`src/jpea_ram.sv`:
```
module jpea_ram #(
  parameter int unsigned WIDTH = 8,
  parameter int unsigned DEPTH = 16,
  localparam int unsigned AW = (DEPTH > 1) ? $clog2(DEPTH) : 1
) (
  input  logic             clk_i,
  input  logic             we_i,
  input  logic [AW-1:0]    waddr_i,
  input  logic [WIDTH-1:0] wdata_i,
  input  logic [AW-1:0]    raddr_i,
  output logic [WIDTH-1:0] rdata_o
);

  logic [WIDTH-1:0] mem_q [DEPTH];
  logic [WIDTH-1:0] rdata_q;

  // Write port and registered read port
  always_ff @(posedge clk_i) begin
    if (we_i) begin
      mem_q[waddr_i] <= wdata_i;
    end
    rdata_q <= mem_q[raddr_i];
  end

  assign rdata_o = rdata_q;

endmodule

```
`config.mk`:
```
export PLATFORM = sky130hd
export DESIGN_NAME = jpea_ram
export DESIGN_NICKNAME = d
export VERILOG_FILES = /design/src/jpea_ram.sv
export SDC_FILE = /design/constraint.sdc
export NUM_CORES = 1
export LEC_CHECK = 0
export ABC_AREA = 0
export BUFFER_PORTS_ARGS = -buffer_cell sky130_fd_sc_hd__buf_2
export CORE_AREA = 4 4 99 101
export CTS_CLUSTER_SIZE = 8
export DETAILED_ROUTE_END_ITERATION = 10
export DIE_AREA = 0 0 103 105
export MAX_ROUTING_LAYER = met4
export PLACE_DENSITY = 0.76
export SYNTH_ARGS = -nofsm -noshare
export SYNTH_HDL_FRONTEND = slang
export SYNTH_SLANG_ARGS = --single-unit
```
`constraint.sdc`:
```
create_clock -name clk_i -period 4.7 [get_ports clk_i]
set_input_delay 0.47 -clock clk_i [delete_from_list [all_inputs] [get_ports clk_i]]
set_output_delay 0.47 -clock clk_i [all_outputs]
set_load 0.05 [all_outputs]
```
* Yosys cells after proc, flatten, opt, wreduce, memory -nomap -nowiden
Memories as Yosys holds them, arrays and structs flattened. A register that Yosys moved wholly into a read port is not among the register bits.
Index checks and enable logic that the tools add are counted.
** Word-level totals
- Logic and storage cells :: 3
- Flip-flop bits (word level) :: 0
- Memory bits (writable) :: 128
- Output and inout port bits :: 8
- Memories :: 1
** Operators by class
- Multiplexer cells :: 2
** Memories
- mem_q :: words 16, bits a word 8, read ports 1, clocked after memory_dff 1, write ports 1, RTL line 14 : logic [WIDTH-1:0] mem_q [DEPTH];
** Operator list (count)
- 1-bit 2-to-1 mux :: 2

* Depth between registers and ports, before layout
Gate-level depths: netlist (run 1).
- Word-level depth :: 2
- Mapped depth :: 5
- Depth with buffers taken out :: 3

* Worst setup path after synthesis (run 1)
Ideal clock, no wire load.
- Path type :: input to register
- Start point :: input port waddr_i[2]
- End point :: memory mem_q[0][0], enable pin
- Path slack :: 2.737 ns
- Arrival :: 1.580 ns
- Cell stages on the path :: 2
- Path buffers :: 0
- Required time :: 4.317 ns
- Setup time :: 0.383 ns
- Cell sequence :: or3b_2 nor3_1
** RTL lines
- start, declared :: RTL line 8 : input logic [AW-1:0] waddr_i,
- end, declared :: RTL line 14
No word-level cell before the write port.

* Worst setup path in the final report (run 1)
- Start point :: input port waddr_i[2]
- End point :: memory mem_q[0][0], enable pin
No word-level cell before the write port.

==> impl_results.md, run 1 <==
- Vias/cell: 6.320
- Slew margin rel.: 14.59%
- YS warnings: 0
- Number of global-route vias before repair: 2541
- Post-CTS Resized: 0
- Top Family by Delay on Critical Path: simple AND/OR/NAND/NOR gates
- Worst Path Buf+Inv: 1
- Top-level port count: 26
- Antenna violations before repair: 0
- Setup CP Type: in -> reg
- Chip height: 105 µm
- Maximum VDD drop: 0.3281 mV
- Die Wd: 103 µm
- Largest area contributor in the netlist: edfxtp_1
- Area growth, synth to finish: 15.73%
- Worst Tran Pin Value: 1271 ps
- Tot GR Track Use: 21.15%
- Worst Skew: 5.316 ps
- Count of final hold-check violations: 0
- CP Cell Sequence: buf_2, or3b_2, nor3_1
- Register area share after synthesis: 77.78%
- Via count: 2452
- CP max stage delay: 980 ps
- Crit path time final: 1972 ps
- #FFs+latches synth: 136
- Syn Inst Count: 229
- Most common cell after layout, fill and taps aside: edfxtp_1
- CTS root buf: clkbuf_8
- Drt initial violations: 398
- Setup TNS: 0 ps
- Largest net degree at the start of global routing: 33
- Synthesized area: 5147 µm²
- Final wirelength: 10120 µm
- Postcts setup bufs: 0
- Share of cells above drive strength 1: 28.52%
- CTS tree: built
- Final setup viols: 0
- Crit path DAT: 2080 ps
- CTS H-tree depth: 4
- Worst Path Max Fanout: 8
- DR pass1 iterations: 5
- Power Density: 480.8 nW/µm²
- CTS sink count: 136
- DP HPWL: 5893 µm
- Initial Utilization: 57.06%
- First-pass GRT wire length: 15460 µm
- CTS buffer count: 17
- Fill count: 564
- Row count: 35
- Clock-pin slew on the worst setup and hold paths: 60 ps
- FMAX: 507.1 MHz
- Worst slack at placement: 2170 ps
- Drt drc: 0
- Req. time, crit path: 4810 ps
- Top post-synthesis cells by area: edfxtp_1, mux4_2, mux4_1
- Count of buffers from port buffering: 25
- Final slew viol count: 0
- Most frequent cells in the layout: edfxtp_1, buf_2, mux4_2, a22oi_1, clkbuf_16
- Max-cap violations: 0
- N_diodes: 0
- Crit. End Element: register
- Top cell type's share of synthesized area: 74.67%
- Worst Setup Slack, final: 2728 ps
- Die area: 10820 µm²
- Hold crit path type: in -> reg
- CP startpoint kind: input port
- Leakage power: 1.992 nW
- Worst-Skew Late Latency: 500 ps
- Tcrit/Tclk final: 41.96%
- Max clock buf depth: 2
- Core area: 9021 µm²
- Status: completed
- Avg Cell Area, Syn: 22.48 µm²
- Syn_nets: 247
- Slowest cell on crit path: nor3_1
- RSZ-0062 raised after global routing: no
- Hold_buf cts: 0
- DRT antenna net count: 0
- Nets@finish: 282
- Routed len/inst: 26.07 µm
- Synth unique cells: 19
- Placer Congestion: 0.7668
- Global route overflow: 0
[Yosys cell counts (all sizes together)]
| library cell | number |
|---|---|
| buf | 7 |
| and2 | 1 |
| nand3 | 1 |
| nand2 | 9 |
| nand2b | 2 |
| dfxtp | 8 |
| a22oi | 16 |
| or3b | 1 |
| nor2b | 1 |
| clkdlybuf4s25 | 3 |
| nor3 | 4 |
| nand3b | 2 |
| mux4 | 32 |
| edfxtp | 128 |
| and2b | 1 |
| nor2 | 13 |
[cell families after synthesis]
group,after synthesis,synth area share [%]
DFF,136,77.78
and+or+nand+nor,35,3.184
muxes,32,15.02
AOI/OAI and AO/OA,16,2.334
buffers and inverters,10,1.677
[layout make-up]
class                   count  area, µm²  area share (%)
flip-flops and latches    136       4004           67.21
clock buffers              17      414.1           6.952
well taps                 111      138.9           2.331
clock inverters            15      200.2           3.361
repair buffers             26      132.6           2.226
multi-input cells          83       1067           17.92
[metal layers]
metal | part of all wire (%) | vias up | wire (µm) | track usage, %
met5 | 0 | - | 0 | -
li1 | - | 1043 | - | -
met2 | 50 | 149 | 5029 | 30.52
met3 | 9.8 | 14 | 987 | 6.008
met4 | 1.0 | 0 | 102 | 5.735
met1 | 40 | 1246 | 3997 | 30.15
[where the power goes]
part	switching [W]	leakage (nW)	internal, W
sequential	0.00000941	1.22	0.00136
combinational	0.0000974	0.478	0.0000486
clock	0.000490	0.291	0.000862
[sequential cells by signal, indices dropped and copies added (netlist names)]
name	flops
mem_q	128
rdata_o	8
[stage by stage]
step                      power (W)  cell area, µm²  cells  hold WS, ps  utilization [%]
after detailed placement   0.001537            5343    356        656.6            59.22
after CTS                  0.002887            5957    388        330.2            66.03
after global placement     0.001531            5343    356        647.2            59.22
after floorplan            0.001484            5147    229        568.9                -
final                      0.002864            5957    388        347.2            66.03
after global routing       0.002944            5957    388        343.8            66.03
[worst paths after layout]
| kind | to | depth (start not counted) | slack [ps] | from |
|---|---|---|---|---|
| max | mem_q[0][0] | 3 | 2730 | waddr_i[2] |
| max reg2reg | rdata_o[5] | 3 | 3290 | mem_q[1][5] |
| min | mem_q[15][7] | 1 | 350 | wdata_i[7] |
| min reg2reg | rdata_o[2] | 3 | 660 | mem_q[14][2] |
(Power assumes the default switching activity.)
==> inputs of run 2 (changes only) <==
--- a/config.mk
+++ b/config.mk
@@ -7,12 +7,12 @@
 export LEC_CHECK = 0
 export ABC_AREA = 0
 export BUFFER_PORTS_ARGS = -buffer_cell sky130_fd_sc_hd__buf_2
-export CORE_AREA = 4 4 99 101
+export CORE_AREA = 4 4 103 105
 export CTS_CLUSTER_SIZE = 8
 export DETAILED_ROUTE_END_ITERATION = 10
-export DIE_AREA = 0 0 103 105
+export DIE_AREA = 0 0 107 109
 export MAX_ROUTING_LAYER = met4
-export PLACE_DENSITY = 0.76
+export PLACE_DENSITY = 0.73
 export SYNTH_ARGS = -nofsm -noshare
 export SYNTH_HDL_FRONTEND = slang
 export SYNTH_SLANG_ARGS = --single-unit
==> constraint.sdc (replaced) <==
create_clock -name clk_i -period 1.8 [get_ports clk_i]
set_input_delay 0.18 -clock clk_i [delete_from_list [all_inputs] [get_ports clk_i]]
set_output_delay 0.18 -clock clk_i [all_outputs]
set_load 0.05 [all_outputs]
==> run 2 against run 1 <==
  * Critical path depth is the same
  * Largest cell class unchanged
  * Utilization shrank 2.8 points
  * Total power grew 150%
  * Count of clock-buffer cells in the layout grew 1
  * Largest power group unchanged
  * First-iteration DRC count shrank 65%
  * Non-clock buffer count grew 20
  * Via count is the same
  * Clock skew grew 3.1 ps
==> impl_results.md, run 2 (same netlist as run 1, synthesis figures left out) <==
- Status: completed
- Initial Utilization: 53.40%
- Fill count: 708
- Top-level port count: 26
- Share of cells above drive strength 1: 31.31%
- Slew margin rel.: 75.47%
- Worst-Skew Late Latency: 510 ps
- Hold_buf cts: 0
- Tcrit/Tclk final: 73.68%
- Crit. End Element: register
- Max FFs per register: 128
- DP HPWL: 5735 µm
- RSZ-0062 raised after global routing: no
- Tot GR Track Use: 18.30%
- Power Density: 1168 nW/µm²
- Worst Path Max Fanout: 1
- Largest Register: mem_q
- First-pass GRT wire length: 14590 µm
- Drt initial violations: 139
- Most common cell after layout, fill and taps aside: edfxtp_1
- Crit path DAT: 1720 ps
- Worst Tran Pin Value: 368.0 ps
- Final setup viols: 0
- Final wirelength: 9313 µm
- Crit path time final: 1326 ps
- CP startpoint kind: register
- DRT antenna net count: 0
- CP Cell Sequence: mux4_1, a22oi_1, nand2_1
- Antenna violations before repair: 0
- N_diodes: 0
- Die area: 11660 µm²
- Via count: 2452
- Die Wd: 107 µm
- Maximum VDD drop: 0.6198 mV
- Postcts setup bufs: 0
- CTS tree: built
- DR pass1 iterations: 4
- Count of buffers from port buffering: 25
- Routed len/inst: 21.66 µm
- Max-cap violations: 0
- Number of global-route vias before repair: 2604
- Largest net degree at the start of global routing: 33
- Setup CP Type: reg -> reg
- Placer Congestion: 0.7557
- Clock-pin slew on the worst setup and hold paths: 60 ps
- Post-CTS Resized: 0
- Row count: 36
- Finished Core Util: 63.28%
- Nets@finish: 302
- Final slew viol count: 0
- Req. time, crit path: 2190 ps
- Area growth, synth to finish: 18.50%
- Max clock buf depth: 2
- Most frequent cells in the layout: edfxtp_1, buf_2, mux4_2, buf_4
- Drt drc: 0
- Count of final hold-check violations: 0
- Chip height: 109 µm
- Reg area: 4004 µm²
- CP max stage delay: 530 ps
- Setup TNS: 0 ps
- Slowest cell on crit path: mux4_1
- Vias/cell: 5.702
- CTS sink count: 136
- Multi-input logic area: 1057 µm²
- Global route overflow: 0
- CTS H-tree depth: 4
- Worst Skew: 8.436 ps
- FMAX: 754.0 MHz
- Hold crit path type: in -> reg
- Leakage power: 2.078 nW
- Core area: 9639 µm²
- CTS buffer count: 17
- CTS root buf: clkbuf_8
-- run 2: final cells by class --
type / instances / share of cell area, %
timing repair buffer: 46 / 5.251
tap: 133 / 2.728
clock buffer: 18 / 6.851
multi-input combinational: 83 / 17.33
sequential: 136 / 65.64
clock inverter: 14 / 2.195
-- run 2: power by group --
part	internal [W]	switching, W	total [W]
clock	0.00195	0.00122	0.00316
combinational	0.000149	0.000250	0.000399
sequential	0.00354	0.0000203	0.00356
-- run 2: worst max-delay path, delay by kind of cell, from the launching register on --
family / cells / cell delay (ps)
AND/OR/NAND/NOR: 1 / 80
AO/OA/AOI/OAI: 1 / 230
flip-flops: 1 / 360
multiplexers: 1 / 530
-- run 2: layer usage --
layer  global-route usage (%)  wire, µm  vias up
li1                         -         -     1079
met1                    23.14      3839     1281
met2                    29.18      4773       87
met3                    5.388       644        5
met4                    5.479        55        0
met5                        -         0        -
-- run 2: worst paths after layout --
path / slack, ps / depth (start not counted) / to / from
setup / recovery: 470 / 3 / rdata_o[0] / mem_q[1][0]
hold / removal: 60 / 1 / mem_q[10][7] / wdata_i[7]
setup reg to reg: 470 / 3 / rdata_o[0] / mem_q[1][0]
hold reg to reg: 680 / 3 / rdata_o[3] / mem_q[11][3]
-- run 2: stage by stage --
stage | instance area [µm²] | worst slack [ps] | hold slack, ps | std cells | total power, W
global route | 6100 | 411.8 | 35.81 | 430 | 0.007355
CTS | 6100 | 447.4 | 29.58 | 430 | 0.007173
detailed placement | 5548 | 261.6 | 572.3 | 398 | 0.004029
finish | 6100 | 473.8 | 55.98 | 430 | 0.007123
global placement | 5548 | 275.6 | 556.2 | 398 | 0.004016
floorplan | 5147 | 127.1 | 278.9 | 229 | 0.003876
